$ cat config.mk
export PLATFORM = sky130hd
export DESIGN_NAME = stack_vm_logic_compare_branch_unit
export DESIGN_NICKNAME = d
export VERILOG_FILES = /design/src/svlcb_pkg.sv /design/src/stack_vm_logic_compare_branch_unit.sv /design/src/svlcb_decode.sv /design/src/svlcb_resolve.sv
export SDC_FILE = /design/constraint.sdc
export NUM_CORES = 1
export LEC_CHECK = 0
export BUFFER_PORTS_ARGS = -buffer_cell sky130_fd_sc_hd__buf_2
export CAP_MARGIN = 20
export CORE_MARGIN = 2
export CORE_UTILIZATION = 43
export DETAILED_ROUTE_END_ITERATION = 6
export SLEW_MARGIN = 20
export SYNTH_ARGS = -nofsm -noshare
export SYNTH_HDL_FRONTEND = slang
export SYNTH_SLANG_ARGS = --single-unit
$ cat constraint.sdc
create_clock -name i_clk -period 15.2 [get_ports i_clk]
set_input_delay 4.56 -clock i_clk [delete_from_list [all_inputs] [get_ports i_clk]]
set_output_delay 4.56 -clock i_clk [all_outputs]
set_load 0.05 [all_outputs]
$ cat src/svlcb_pkg.sv
// Shared types, opcodes and helpers for the logic, compare and branch unit.
package svlcb_pkg;

    typedef enum logic [4:0] {
        OP_IAND = 5'd0, OP_IOR = 5'd1, OP_JSR = 5'd2, OP_JSR_W = 5'd3,
        OP_IFNULL = 5'd4, OP_IFNONNULL = 5'd5, OP_GOTO = 5'd6, OP_IFEQ = 5'd7,
        OP_GOTO_W = 5'd8, OP_IXOR = 5'd9, OP_INOT = 5'd10, OP_LAND = 5'd11,
        OP_LOR = 5'd12, OP_LXOR = 5'd13, OP_IF_ICMPEQ = 5'd14, OP_IF_ICMPGT = 5'd15,
        OP_IF_ICMPGE = 5'd16, OP_IF_ICMPLT = 5'd17, OP_IF_ICMPLE = 5'd18,
        OP_IF_ICMPNE = 5'd19, OP_IF_ACMPEQ = 5'd20, OP_IF_ACMPNE = 5'd21,
        OP_IFNE = 5'd22, OP_IFGT = 5'd23, OP_IFGE = 5'd24, OP_IFLT = 5'd25,
        OP_IFLE = 5'd26, OP_LCMP = 5'd27, OP_FCMPL = 5'd28, OP_FCMPG = 5'd29,
        OP_DCMPL = 5'd30, OP_DCMPG = 5'd31
    } t_op;

    localparam logic [31:0] LEN_PLAIN = 32'd1;
    localparam logic [31:0] LEN_SHORT = 32'd3;
    localparam logic [31:0] LEN_WIDE  = 32'd5;
    localparam logic [31:0] CMP_LESS  = 32'hFFFF_FFFF;
    localparam logic [31:0] CMP_EQ    = 32'd0;
    localparam logic [31:0] CMP_MORE  = 32'd1;

    // Stage 1 -> 2: operand decode and partial compares
    typedef struct packed {
        t_op         op;
        logic [63:0] logic_val;
        logic [31:0] target;
        logic [31:0] fallthru;
        logic [31:0] ret_addr;
        logic        a_zero;
        logic        a_neg;
        logic        i_eq;
        logic        i_lt;
        logic        l_eq;
        logic        l_lt;
        logic        f_unord;
        logic        f_zero;
        logic        f_eq;
        logic        f_gt;
        logic        d_unord;
        logic        d_zero;
        logic        d_eq;
        logic        d_gt;
    } t_dec;

    typedef struct packed {
        logic [63:0] push_value;
        logic [1:0]  push_words;
        logic        branch_taken;
        logic [31:0] next_pc;
    } t_res;

    // Order key: monotone unsigned image of an IEEE value
    function automatic logic [63:0] fp_key64(input logic [63:0] v);
        fp_key64 = v[63] ? ~v : (v | 64'h8000_0000_0000_0000);
    endfunction

    function automatic logic [31:0] fp_key32(input logic [31:0] v);
        fp_key32 = v[31] ? ~v : (v | 32'h8000_0000);
    endfunction

    function automatic logic [31:0] cmp_word(input logic unord, input logic zero,
                                             input logic eq, input logic gt,
                                             input logic [31:0] nan_res);
        if (unord)           cmp_word = nan_res;
        else if (zero || eq) cmp_word = CMP_EQ;
        else if (gt)         cmp_word = CMP_MORE;
        else                 cmp_word = CMP_LESS;
    endfunction

endpackage

$ cat src/stack_vm_logic_compare_branch_unit.sv
// Top level: three-stage pipeline of the logic, compare and branch unit.
//  channel | dir | tdata fields (low to high)                         | tuser
//  s_axis  | in  | command, value_a, value_b, branch_offset, current_pc | -
//  m_axis  | out | push_value, push_words, branch_taken, next_pc      | -
// One item per cycle while the output is not stalled; registers: input reg, decode reg, result reg.
// Each stage holds while the stage after it is full and stalled; nothing drops.
// Reset clears only the stage valid bits.
module stack_vm_logic_compare_branch_unit import svlcb_pkg::*; (
    input  logic         i_clk,
    input  logic         i_rst_n,
    input  logic         s_axis_tvalid,
    output logic         s_axis_tready,
    // command[4:0], value_a[68:5], value_b[132:69], branch_offset[164:133],
    // current_pc[196:165], zero fill
    input  logic [199:0] s_axis_tdata,
    output logic         m_axis_tvalid,
    input  logic         m_axis_tready,
    // push_value[63:0], push_words[65:64], branch_taken[66], next_pc[98:67], zero fill
    output logic [103:0] m_axis_tdata
);
    logic [196:0] r_in;
    logic         r_v0, r_v1, r_v2;
    t_dec         r_dec, w_dec;
    t_res         r_res, w_res;
    logic         w_en0, w_en1, w_en2;

    assign w_en2 = !r_v2 || m_axis_tready;
    assign w_en1 = !r_v1 || w_en2;
    assign w_en0 = !r_v0 || w_en1;
    assign s_axis_tready = w_en0;

    svlcb_decode u_dec (
        .i_command      (r_in[4:0]),
        .i_value_a      (r_in[68:5]),
        .i_value_b      (r_in[132:69]),
        .i_branch_offset(r_in[164:133]),
        .i_current_pc   (r_in[196:165]),
        .o_dec          (w_dec)
    );

    svlcb_resolve u_res (
        .i_dec(r_dec),
        .o_res(w_res)
    );

    always_ff @(posedge i_clk) begin
        if (!i_rst_n) begin
            r_v0 <= 1'b0;
            r_v1 <= 1'b0;
            r_v2 <= 1'b0;
        end else begin
            if (w_en0) r_v0 <= s_axis_tvalid;
            if (w_en1) r_v1 <= r_v0;
            if (w_en2) r_v2 <= r_v1;
        end
    end

    always_ff @(posedge i_clk) begin
        if (w_en0) r_in  <= s_axis_tdata[196:0];
        if (w_en1) r_dec <= w_dec;
        if (w_en2) r_res <= w_res;
    end

    assign m_axis_tvalid = r_v2;
    assign m_axis_tdata  = {5'd0, r_res.next_pc, r_res.branch_taken,
                            r_res.push_words, r_res.push_value};
endmodule

$ cat src/svlcb_decode.sv
// Stage 1: operand logic, address adds and compare flags.
module svlcb_decode import svlcb_pkg::*; (
    input  logic [4:0]  i_command,
    input  logic [63:0] i_value_a,
    input  logic [63:0] i_value_b,
    input  logic [31:0] i_branch_offset,
    input  logic [31:0] i_current_pc,
    output t_dec        o_dec
);
    logic [31:0] w_off;
    logic [31:0] w_len;
    logic [31:0] w_ka32, w_kb32;
    logic [63:0] w_ka64, w_kb64;
    t_op         w_op;

    assign w_op = t_op'(i_command);

    always_comb begin
        w_off = {{16{i_branch_offset[15]}}, i_branch_offset[15:0]};
        w_len = LEN_SHORT;
        if (w_op == OP_JSR_W || w_op == OP_GOTO_W) begin
            w_off = i_branch_offset;
            w_len = LEN_WIDE;
        end else if (i_command == OP_IAND || i_command == OP_IOR || i_command == OP_IXOR
                     || i_command == OP_INOT || i_command == OP_LAND
                     || i_command == OP_LOR || i_command == OP_LXOR
                     || i_command >= OP_LCMP) begin
            w_len = LEN_PLAIN;
        end
    end

    always_comb begin
        case (w_op)
            OP_IAND: o_dec.logic_val = {32'd0, i_value_a[31:0] & i_value_b[31:0]};
            OP_IOR:  o_dec.logic_val = {32'd0, i_value_a[31:0] | i_value_b[31:0]};
            OP_IXOR: o_dec.logic_val = {32'd0, i_value_a[31:0] ^ i_value_b[31:0]};
            OP_INOT: o_dec.logic_val = {32'd0, ~i_value_a[31:0]};
            OP_LAND: o_dec.logic_val = i_value_a & i_value_b;
            OP_LOR:  o_dec.logic_val = i_value_a | i_value_b;
            OP_LXOR: o_dec.logic_val = i_value_a ^ i_value_b;
            default: o_dec.logic_val = 64'd0;
        endcase
    end

    assign w_ka32 = fp_key32(i_value_a[31:0]);
    assign w_kb32 = fp_key32(i_value_b[31:0]);
    assign w_ka64 = fp_key64(i_value_a);
    assign w_kb64 = fp_key64(i_value_b);

    assign o_dec.op       = w_op;
    assign o_dec.target   = i_current_pc + w_off;
    assign o_dec.fallthru = i_current_pc + w_len;
    assign o_dec.ret_addr = i_current_pc + w_len;
    assign o_dec.a_zero   = (i_value_a[31:0] == 32'd0);
    assign o_dec.a_neg    = i_value_a[31];
    assign o_dec.i_eq     = (i_value_a[31:0] == i_value_b[31:0]);
    assign o_dec.i_lt     = ($signed(i_value_a[31:0]) < $signed(i_value_b[31:0]));
    assign o_dec.l_eq     = (i_value_a == i_value_b);
    assign o_dec.l_lt     = ($signed(i_value_a) < $signed(i_value_b));
    assign o_dec.f_unord  = ((&i_value_a[30:23]) && (|i_value_a[22:0]))
                          || ((&i_value_b[30:23]) && (|i_value_b[22:0]));
    assign o_dec.f_zero   = (i_value_a[30:0] == 31'd0) && (i_value_b[30:0] == 31'd0);
    assign o_dec.f_eq     = (w_ka32 == w_kb32);
    assign o_dec.f_gt     = (w_ka32 > w_kb32);
    assign o_dec.d_unord  = ((&i_value_a[62:52]) && (|i_value_a[51:0]))
                          || ((&i_value_b[62:52]) && (|i_value_b[51:0]));
    assign o_dec.d_zero   = (i_value_a[62:0] == 63'd0) && (i_value_b[62:0] == 63'd0);
    assign o_dec.d_eq     = (w_ka64 == w_kb64);
    assign o_dec.d_gt     = (w_ka64 > w_kb64);
endmodule

$ cat src/svlcb_resolve.sv
// Stage 2: branch condition, compare word and result select.
module svlcb_resolve import svlcb_pkg::*; (
    input  t_dec i_dec,
    output t_res o_res
);
    logic w_taken;
    logic w_gt;

    assign w_gt = !i_dec.i_lt && !i_dec.i_eq;

    always_comb begin
        w_taken = 1'b0;
        o_res.push_value = i_dec.logic_val;
        o_res.push_words = 2'd1;
        case (i_dec.op)
            OP_JSR, OP_JSR_W: begin
                w_taken = 1'b1;
                o_res.push_value = {32'd0, i_dec.ret_addr};
            end
            OP_GOTO, OP_GOTO_W: w_taken = 1'b1;
            OP_IFNULL, OP_IFEQ:      w_taken = i_dec.a_zero;
            OP_IFNONNULL, OP_IFNE:   w_taken = !i_dec.a_zero;
            OP_IFGT:                 w_taken = !i_dec.a_neg && !i_dec.a_zero;
            OP_IFGE:                 w_taken = !i_dec.a_neg;
            OP_IFLT:                 w_taken = i_dec.a_neg;
            OP_IFLE:                 w_taken = i_dec.a_neg || i_dec.a_zero;
            OP_IF_ICMPEQ, OP_IF_ACMPEQ: w_taken = i_dec.i_eq;
            OP_IF_ICMPNE, OP_IF_ACMPNE: w_taken = !i_dec.i_eq;
            OP_IF_ICMPGT:            w_taken = w_gt;
            OP_IF_ICMPGE:            w_taken = !i_dec.i_lt;
            OP_IF_ICMPLT:            w_taken = i_dec.i_lt;
            OP_IF_ICMPLE:            w_taken = i_dec.i_lt || i_dec.i_eq;
            OP_LAND, OP_LOR, OP_LXOR: o_res.push_words = 2'd2;
            OP_LCMP: o_res.push_value = {32'd0, cmp_word(1'b0, 1'b0, i_dec.l_eq,
                                         !i_dec.l_lt && !i_dec.l_eq, CMP_LESS)};
            OP_FCMPL: o_res.push_value = {32'd0, cmp_word(i_dec.f_unord, i_dec.f_zero,
                                          i_dec.f_eq, i_dec.f_gt, CMP_LESS)};
            OP_FCMPG: o_res.push_value = {32'd0, cmp_word(i_dec.f_unord, i_dec.f_zero,
                                          i_dec.f_eq, i_dec.f_gt, CMP_MORE)};
            OP_DCMPL: o_res.push_value = {32'd0, cmp_word(i_dec.d_unord, i_dec.d_zero,
                                          i_dec.d_eq, i_dec.d_gt, CMP_LESS)};
            OP_DCMPG: o_res.push_value = {32'd0, cmp_word(i_dec.d_unord, i_dec.d_zero,
                                          i_dec.d_eq, i_dec.d_gt, CMP_MORE)};
            default: ;
        endcase
        // all branches push nothing, jsr pushes its return address
        if (i_dec.op != OP_JSR && i_dec.op != OP_JSR_W && (i_dec.op == OP_GOTO
            || i_dec.op == OP_GOTO_W || i_dec.op == OP_IFNULL || i_dec.op == OP_IFNONNULL
            || i_dec.op == OP_IFEQ || (i_dec.op >= OP_IF_ICMPEQ && i_dec.op <= OP_IFLE))) begin
            o_res.push_words = 2'd0;
            o_res.push_value = 64'd0;
        end
        o_res.branch_taken = w_taken;
        o_res.next_pc = w_taken ? i_dec.target : i_dec.fallthru;
    end
endmodule

==> flow_results.xml, run 1 <==
<?xml version="1.0" encoding="UTF-8"?>
<metrics>
  <group name="cts">
    <metric name="post_cts_hold_buffer_count" unit="">0</metric>
    <metric name="clock-sinks" unit="">446</metric>
    <metric name="clockBufferDepth" unit="">3</metric>
    <metric name="cts.clk_slew.worst_paths" unit="ns">0.06</metric>
    <metric name="clk-insertion-delay-late" unit="ns">0.61</metric>
    <metric name="cts_tree" unit="">built</metric>
    <metric name="postCtsSetupRepairBufs" unit="">0</metric>
    <metric name="clock-root-buffer" unit="">clkbuf_16</metric>
    <metric name="cts_inserted_buffers" unit="">50</metric>
    <metric name="cts_max_level" unit="">2</metric>
    <metric name="count_of_instances_resized_after_the_clock_tree_is_built" unit="">0</metric>
  </group>
  <group name="final_layout">
    <metric name="stdcell_area" unit="µm²">30560</metric>
    <metric name="antenna-diode-count" unit="">0</metric>
    <metric name="multiInputGateArea" unit="µm²">12180</metric>
    <metric name="ratio_of_cells_with_drive_above_1_in_the_final_layout" unit="%">17.66</metric>
    <metric name="area_delta_synth_final" unit="%">15.15</metric>
    <metric name="regArea" unit="µm²">13360</metric>
    <metric name="num-fill-cells" unit="">5451</metric>
    <metric name="layout.nets" unit="">3099</metric>
  </group>
  <group name="routing">
    <metric name="route.vias.total" unit="">18556</metric>
    <metric name="avgViaCountPerCell" unit="">5.456</metric>
    <metric name="detail_route.drc_violations" unit="">0</metric>
    <metric name="drt_first_iter_violations" unit="">1462</metric>
    <metric name="drt-wirelength-per-cell" unit="µm">20.81</metric>
    <metric name="postRouteAntennaNets" unit="">0</metric>
    <metric name="drt_first_pass_iters" unit="">5</metric>
    <metric name="routed_wire_length" unit="mm">70.76</metric>
  </group>
  <group name="timing">
    <metric name="slew_violations" unit="">0</metric>
    <metric name="period_share" unit="%">72.16</metric>
    <metric name="finalHoldViolations" unit="">0</metric>
    <metric name="rsz0062_at_grt" unit="">no</metric>
    <metric name="maxClockFrequency" unit="GHz">0.09117</metric>
    <metric name="slew-limit-headroom" unit="%">30.65</metric>
    <metric name="min_period" unit="ns">10.97</metric>
    <metric name="finalSetupTns" unit="ns">0</metric>
    <metric name="setup_skew_after_layout" unit="ns">0.01930</metric>
    <metric name="worst_slew_pin_slew" unit="ns">1.039</metric>
    <metric name="finalSetupViolCount" unit="">0</metric>
  </group>
  <group name="critical_path">
    <metric name="regToRegSetupSlack" unit="ns">10.80</metric>
    <metric name="worstSetupStartpointType" unit="">primary input</metric>
    <metric name="crit_fanout" unit="">47</metric>
    <metric name="r2r_end" unit="">r_dec[109]</metric>
    <metric name="worst-r2r-cell-count" unit="">18</metric>
    <metric name="timing.critical_path.required" unit="ns">10.64</metric>
    <metric name="criticalPathCategory" unit="">in -&gt; out</metric>
    <metric name="arrival" unit="ns">6.41</metric>
    <metric name="worst_r2r_startpoint" unit="">r_in[0]</metric>
    <metric name="end_kind" unit="">primary output</metric>
  </group>
  <group name="floorplanning">
    <metric name="die_height" unit="µm">252.4</metric>
    <metric name="initial_utilization" unit="%">43.25</metric>
    <metric name="fp.coreArea" unit="µm²">61370</metric>
    <metric name="die_area" unit="µm²">63730</metric>
    <metric name="num_io_pins" unit="">310</metric>
    <metric name="floorplan.rows" unit="">91</metric>
    <metric name="die_x" unit="µm">252.4</metric>
  </group>
  <group name="synthesis">
    <metric name="synth_async_sr_flop_share" unit="%">0</metric>
    <metric name="synth_sequential_area_ratio" unit="%">50.35</metric>
    <metric name="synth_area" unit="µm²">26540</metric>
    <metric name="post-synth-top-area-cell" unit="">edfxtp_1</metric>
    <metric name="synthesis.instances" unit="">2289</metric>
    <metric name="synth.yosys.warnings" unit="">0</metric>
    <metric name="synth.top_cell.area_share" unit="%">50.12</metric>
    <metric name="yosys_most_used_dff" unit="">edfxtp_1</metric>
    <metric name="synth.most_common_cell" unit="">edfxtp_1</metric>
    <metric name="synth_edf_count" unit="">443</metric>
    <metric name="synth.top_cells.by_area" unit="">edfxtp_1 50%, ha_1 15%, xnor2_1 4.2%, xor2_1 3.8%, a21oi_1 2.8%</metric>
    <metric name="syn_area_per_cell" unit="µm²">11.60</metric>
    <metric name="synth_top_cells_by_count" unit="">443 x edfxtp_1, 323 x ha_1, 170 x inv_1</metric>
    <metric name="yosysUniqueCellTypes" unit="">72</metric>
    <metric name="yosys_register_bits" unit="">446</metric>
  </group>
  <group name="global_route">
    <metric name="grt_start_max_net_pins" unit="">82</metric>
    <metric name="global_route.usage.total" unit="%">21.77</metric>
    <metric name="grt_pass1_vias" unit="">18036</metric>
    <metric name="grt_antenna_before_repair" unit="">5</metric>
    <metric name="globalRouteOverflowTotal" unit="">0</metric>
    <metric name="grt_first_pass_wirelength" unit="mm">106.1</metric>
  </group>
  <group name="worst_hold_path">
    <metric name="hold_crit_depth" unit="">1</metric>
    <metric name="hold_start" unit="">r_dec[157]</metric>
    <metric name="worst_min_delay_path_endpoint" unit="">m_axis_tdata[47]</metric>
    <metric name="hold_path_class" unit="">reg -&gt; reg</metric>
  </group>
  <group name="placement">
    <metric name="io_buffers" unit="">301</metric>
    <metric name="postPlaceCellArea" unit="µm²">28860</metric>
    <metric name="dpl.hpwl" unit="mm">52.81</metric>
    <metric name="place.gp.congestion" unit="">0.9083</metric>
  </group>
  <group name="power_and_ir_drop">
    <metric name="power_leakage" unit="nW">13.39</metric>
    <metric name="vdd_drop_max" unit="µV">82.18</metric>
    <metric name="powerDensity" unit="nW/µm²">108.8</metric>
  </group>
  <group name="status">
    <metric name="status" unit="">finished, final reports clean</metric>
  </group>
  <group name="run">
    <metric name="max_cap_viol_count" unit="">0</metric>
  </group>
</metrics>
==> through the flow <==
step	setup slack [ns]	total power [mW]	hold WS, ns	instances	utilization [%]
4_1_cts	4.224	3.355	0.5166	3399	49.73
5_1_grt	4.072	3.473	0.5344	3401	49.80
3_5_place_dp	4.221	2.129	0.5024	3306	47.03
2_1_floorplan	1.100	1.948	0.4244	2293	-
3_3_place_gp	4.297	2.112	0.5066	3306	47.03
6_report	4.232	3.325	0.5165	3401	49.80
==> critical path, stage by stage <==
cell and delay (ns):
buf_2 0.09, nor2b_1 0.55, nand3_4 0.72, buf_2 0.47
==> sequential cells by signal, summed over array words and instances (netlist names) <==
signal,cells
m_axis_tdata,99
m_axis_tvalid,1
r_dec,147
r_in,197
r_v0,1
r_v1,1
==> metal layers <==
metal	vias to the layer above	global-route usage, %	share of wire (%)
met5	-	0	0.068
met3	123	4.233	7.0
met1	8957	30.51	45
met4	8	7.084	3.1
met2	618	33.93	45
li1	8850	-	-
==> worst max path at each step <==
| stage | startpoint | to | slack (ns) | depth (start not counted) |
|---|---|---|---|---|
| after floorplan | m_axis_tready | s_axis_tready | 1.10 | 2 |
| after global placement | m_axis_tready | s_axis_tready | 4.30 | 4 |
| after detailed placement | m_axis_tready | s_axis_tready | 4.22 | 4 |
| after CTS | m_axis_tready | s_axis_tready | 4.22 | 4 |
| after global routing | m_axis_tready | s_axis_tready | 4.07 | 4 |
| final | m_axis_tready | s_axis_tready | 4.23 | 4 |
==> placed cells by master (no fill, tap or decap), drive strengths merged, types with 32 or more instances in the layout <==
cell	Yosys	final
mux2	32	32
nor2	104	104
a21o	76	76
a21oi	151	151
buf	26	328
xor2	114	114
and2	38	38
o21ai	101	101
clkbuf	77	56
or3	37	37
nand2	104	104
a22oi	33	33
edfxtp	443	443
o211ai	37	37
ha	323	323
nor4	46	46
nand4	53	53
inv	171	174
xnor2	128	128
==> report_power, final <==
group,internal (mW),switching (mW)
sequential,1.46,0.0827
combinational,0.213,0.351
clock,0.710,0.509
total,2.38,0.942
==> kinds of logic (layout without fill, tap and decap cells) <==
family	Yosys count	in the layout	synth area share, %
buffers and inverters	274	592	4.012
muxes	34	34	1.433
DFF	446	446	50.35
xor gates and xnor gates	242	242	7.986
AOI/OAI and AO/OA	473	473	11.28
and+or+nand+nor	494	494	9.555
adders and majority gates	325	325	15.38
other	1	5	0.01413
==> cell type report <==
| class | count | area share [%] |
|---|---|---|
| Multi-Input combinational cell | 1573 | 39.84 |
| Clock inverter | 37 | 1.261 |
| Sequential cell | 446 | 43.72 |
| Clock buffer | 56 | 4.168 |
| Inverter | 171 | 2.108 |
| Timing Repair Buffer | 328 | 5.670 |
| Tap cell | 790 | 3.234 |
Power figures use the tool's default switching activity.
==> run 2, diff against run 1 <==
--- a/config.mk
+++ b/config.mk
@@ -5,6 +5,7 @@
 export SDC_FILE = /design/constraint.sdc
 export NUM_CORES = 1
 export LEC_CHECK = 0
+export ABC_AREA = 1
 export BUFFER_PORTS_ARGS = -buffer_cell sky130_fd_sc_hd__buf_2
 export CAP_MARGIN = 20
 export CORE_MARGIN = 2
==> constraint.sdc (replaced) <==
create_clock -name i_clk -period 11.5 [get_ports i_clk]
set_input_delay 3.45 -clock i_clk [delete_from_list [all_inputs] [get_ports i_clk]]
set_output_delay 3.45 -clock i_clk [all_outputs]
set_load 0.05 [all_outputs]
==> flow_results.xml, run 2 <==
<?xml version="1.0" encoding="UTF-8"?>
<metrics>
  <group name="status">
    <metric name="status" unit="">finished, final reports clean</metric>
  </group>
  <group name="global_route">
    <metric name="global_route.usage.total" unit="%">22.61</metric>
    <metric name="grt_start_max_net_pins" unit="">78</metric>
    <metric name="grt_first_pass_wirelength" unit="mm">113.0</metric>
    <metric name="globalRouteOverflowTotal" unit="">0</metric>
    <metric name="grt_antenna_before_repair" unit="">0</metric>
    <metric name="grt_pass1_vias" unit="">20017</metric>
  </group>
  <group name="timing">
    <metric name="finalSetupTns" unit="ns">0</metric>
    <metric name="finalHoldViolations" unit="">0</metric>
    <metric name="period_share" unit="%">77.01</metric>
    <metric name="setup_skew_after_layout" unit="ns">0.01972</metric>
    <metric name="slew-limit-headroom" unit="%">27.56</metric>
    <metric name="maxClockFrequency" unit="GHz">0.1129</metric>
    <metric name="timing.hold.ws" unit="ns">0.4608</metric>
    <metric name="rsz0062_at_grt" unit="">no</metric>
    <metric name="min_period" unit="ns">8.857</metric>
    <metric name="finalSetupViolCount" unit="">0</metric>
    <metric name="worst_slew_pin_slew" unit="ns">1.080</metric>
    <metric name="slew_violations" unit="">0</metric>
  </group>
  <group name="synthesis">
    <metric name="synth_area" unit="µm²">27150</metric>
    <metric name="post_synthesis_simple_gate_area_fraction" unit="%">15.28</metric>
    <metric name="synth.top_cell.area_share" unit="%">48.99</metric>
    <metric name="synth.most_common_cell" unit="">nand2_1</metric>
    <metric name="synthesis.instances" unit="">2686</metric>
    <metric name="synth.yosys.warnings" unit="">0</metric>
    <metric name="yosysUniqueCellTypes" unit="">47</metric>
    <metric name="synth.top_cells.by_area" unit="">edfxtp_1 49%, ha_1 15%, nand2_1 6.7%, xor2_1 4.3%, inv_1 3.9%</metric>
    <metric name="synth-adder-area-share" unit="%">15.03</metric>
    <metric name="synth_async_sr_flop_share" unit="%">0</metric>
    <metric name="synth_sequential_area_ratio" unit="%">49.21</metric>
    <metric name="yosys_register_bits" unit="">446</metric>
    <metric name="syn_area_per_cell" unit="µm²">10.11</metric>
    <metric name="combinational_family_with_the_most_area_after_synthesis" unit="">simple AND/OR/NAND/NOR gates</metric>
    <metric name="synth_edf_count" unit="">443</metric>
    <metric name="synth_top_cells_by_count" unit="">488 x nand2_1, 443 x edfxtp_1, 323 x ha_1</metric>
    <metric name="synth-compound-area-share" unit="%">7.248</metric>
    <metric name="synth_area_in_xor_xnor" unit="%">7.741</metric>
    <metric name="yosys_most_used_dff" unit="">edfxtp_1</metric>
    <metric name="post-synth-top-area-cell" unit="">edfxtp_1</metric>
    <metric name="yosys-mux-area-fraction" unit="%">0</metric>
  </group>
  <group name="critical_path">
    <metric name="regToRegSetupSlack" unit="ns">7.33</metric>
    <metric name="r2r_end" unit="">r_dec[0]</metric>
    <metric name="timing.critical_path.required" unit="ns">8.05</metric>
    <metric name="cpPeakStageDelay" unit="ns">0.67</metric>
    <metric name="critical_path.slowest_cell" unit="">nor2_1</metric>
    <metric name="worst_r2r_startpoint" unit="">r_in[132]</metric>
    <metric name="criticalPathCategory" unit="">in -&gt; out</metric>
    <metric name="timing.critical_path.buf_inv" unit="">3</metric>
    <metric name="path_cells" unit="">buf_2 &gt; inv_1 &gt; nand2_4 &gt; nor2_1 &gt; nand2_8 &gt; buf_2</metric>
    <metric name="crit_fanout" unit="">51</metric>
    <metric name="end_kind" unit="">primary output</metric>
    <metric name="worst-r2r-cell-count" unit="">12</metric>
    <metric name="cp_common_cell" unit="">buf_2</metric>
    <metric name="worstSetupStartpointType" unit="">primary input</metric>
    <metric name="critical-path-top-delay-family" unit="">simple AND/OR/NAND/NOR gates</metric>
    <metric name="arrival" unit="ns">5.41</metric>
  </group>
  <group name="floorplanning">
    <metric name="initial_utilization" unit="%">43.28</metric>
    <metric name="fp.coreArea" unit="µm²">62740</metric>
    <metric name="die_height" unit="µm">255.3</metric>
    <metric name="die_area" unit="µm²">65180</metric>
    <metric name="num_io_pins" unit="">310</metric>
    <metric name="die_x" unit="µm">255.3</metric>
    <metric name="floorplan.rows" unit="">92</metric>
  </group>
  <group name="worst_hold_path">
    <metric name="hold_crit_depth" unit="">2</metric>
    <metric name="hold_start" unit="">r_v1</metric>
    <metric name="worst_min_delay_path_endpoint" unit="">m_axis_tvalid</metric>
    <metric name="hold_path_class" unit="">reg -&gt; reg</metric>
  </group>
  <group name="placement">
    <metric name="placedCellCount" unit="">3777</metric>
    <metric name="io_buffers" unit="">301</metric>
    <metric name="place.gp.congestion" unit="">0.8901</metric>
    <metric name="dpl.hpwl" unit="mm">56.40</metric>
  </group>
  <group name="routing">
    <metric name="postRouteAntennaNets" unit="">0</metric>
    <metric name="avgViaCountPerCell" unit="">5.201</metric>
    <metric name="drt-wirelength-per-cell" unit="µm">19.25</metric>
    <metric name="routed_wire_length" unit="mm">74.47</metric>
    <metric name="detail_route.drc_violations" unit="">0</metric>
    <metric name="route.vias.total" unit="">20124</metric>
    <metric name="drt_first_iter_violations" unit="">1379</metric>
    <metric name="drt_first_pass_iters" unit="">5</metric>
  </group>
  <group name="cts">
    <metric name="postCtsSetupRepairBufs" unit="">0</metric>
    <metric name="cts.clk_slew.worst_paths" unit="ns">0.06</metric>
    <metric name="cts_tree" unit="">built</metric>
    <metric name="clk-insertion-delay-late" unit="ns">0.60</metric>
    <metric name="clock-sinks" unit="">446</metric>
    <metric name="clockBufferDepth" unit="">3</metric>
    <metric name="clock-root-buffer" unit="">clkbuf_16</metric>
    <metric name="cts_inserted_buffers" unit="">50</metric>
    <metric name="post_cts_hold_buffer_count" unit="">0</metric>
    <metric name="cts_max_level" unit="">2</metric>
    <metric name="count_of_instances_resized_after_the_clock_tree_is_built" unit="">0</metric>
  </group>
  <group name="power_and_ir_drop">
    <metric name="powerDensity" unit="nW/µm²">143.1</metric>
    <metric name="internal" unit="mW">3.123</metric>
    <metric name="vdd_drop_max" unit="µV">113.9</metric>
    <metric name="p_comb_share" unit="%">18.5</metric>
    <metric name="share_clk_of_total_power" unit="%">35.7</metric>
    <metric name="power.share.sequential" unit="%">45.7</metric>
    <metric name="swShare" unit="%">29.94</metric>
    <metric name="net-switching-power" unit="mW">1.335</metric>
    <metric name="power_leakage" unit="nW">13.99</metric>
  </group>
  <group name="final_layout">
    <metric name="fin_util" unit="%">49.66</metric>
    <metric name="number_of_flip_flops_under_the_largest_register_name" unit="">197</metric>
    <metric name="num-fill-cells" unit="">5775</metric>
    <metric name="max_flop_register" unit="">r_in</metric>
    <metric name="antenna-diode-count" unit="">0</metric>
    <metric name="layout.nets" unit="">3512</metric>
    <metric name="most_common_library_cell_in_the_layout_ignoring_fill_and_taps" unit="">nand2_1</metric>
    <metric name="area_delta_synth_final" unit="%">14.72</metric>
    <metric name="stdcell_count" unit="">3869</metric>
    <metric name="mostFrequentLayoutCells" unit="">486 x nand2_1, 443 x edfxtp_1, 323 x ha_1</metric>
    <metric name="ratio_of_cells_with_drive_above_1_in_the_final_layout" unit="%">14.19</metric>
  </group>
  <group name="run">
    <metric name="max_cap_viol_count" unit="">0</metric>
  </group>
</metrics>
## run 2: cell types whose count changed after synthesis, sizes merged, moves of 24 or more
cell	change
nand2	+389
nor2	+121
inv	+119
nand3	+83
a21o	-71
nor3	+48
clkbuf	-44
and2	-38
or3	-37
mux2	-32
o2111ai	+32
o21ai	-26
a22oi	-24
## run 2: worst max-delay path by stage
stage                  start       endpoint  slack (ns)  cells after the start
2_1_floorplan  m_axis_tready  s_axis_tready        0.46                      4
3_3_place_gp   m_axis_tready  s_axis_tready        2.65                      6
3_5_place_dp   m_axis_tready  s_axis_tready        2.61                      6
4_1_cts        m_axis_tready  s_axis_tready        2.61                      6
5_1_grt        m_axis_tready  s_axis_tready        2.47                      6
6_report       m_axis_tready  s_axis_tready        2.64                      6
## run 2: cell type report
| class | count | area, µm² | area share (%) |
|---|---|---|---|
| clock inverter | 37 | 356.6 | 1.145 |
| clock buffer | 55 | 1270 | 4.077 |
| sequential | 446 | 13360 | 42.89 |
| multi-input combinational | 1875 | 12360 | 39.68 |
| timing repair buffer | 320 | 1649 | 5.294 |
| inverter | 290 | 1094 | 3.510 |
| tap | 846 | 1059 | 3.398 |
## run 2: power groups by stage
stage,clock network [mW],registers (mW),logic [mW]
after global routing,1.70,2.05,0.921
after global placement,0,2.07,0.802
after CTS,1.64,2.04,0.831
final,1.59,2.04,0.827
after detailed placement,0,2.07,0.826
after floorplan,0,2.18,0.451
## run 2: kinds of logic (layout without fill, tap and decap cells)
logic type                 count (synthesis)  after routing
adders and majority gates                325            325
and+or+nand+nor                          975            975
AOI/OAI and AO/OA                        330            330
DFF                                      446            446
other                                      1              5
buffers and inverters                    369            702
xor gates and xnor gates                 240            240
## run 2: worst register-to-register path, cell delays in order (launching register included)
cell,delay (ns)
edfxtp_1,0.33
buf_4,0.46
buf_4,0.58
inv_1,0.16
ha_1,0.34
inv_1,0.19
nand2_1,0.13
nor3_1,0.47
nand3_1,0.17
nor2_1,0.35
nand2_1,0.20
nor3_1,0.42
nor2_1,0.10
## run 2: routing by layer
| metal | global-route usage (%) | routed length, µm |
|---|---|---|
| met1 | 29.72 | 32550 |
| met2 | 38.80 | 36210 |
| met3 | 3.366 | 3816 |
| met4 | 6.266 | 1892 |
| met5 | 0 | 0 |
## run 2: metrics by stage
step	setup slack (ns)	total power [mW]	instance area [µm²]
global placement	2.648	2.870	29530
detailed placement	2.606	2.897	29530
floorplan	0.4574	2.633	27180
global route	2.466	4.669	31150
finish	2.644	4.457	31150
CTS	2.608	4.506	31150
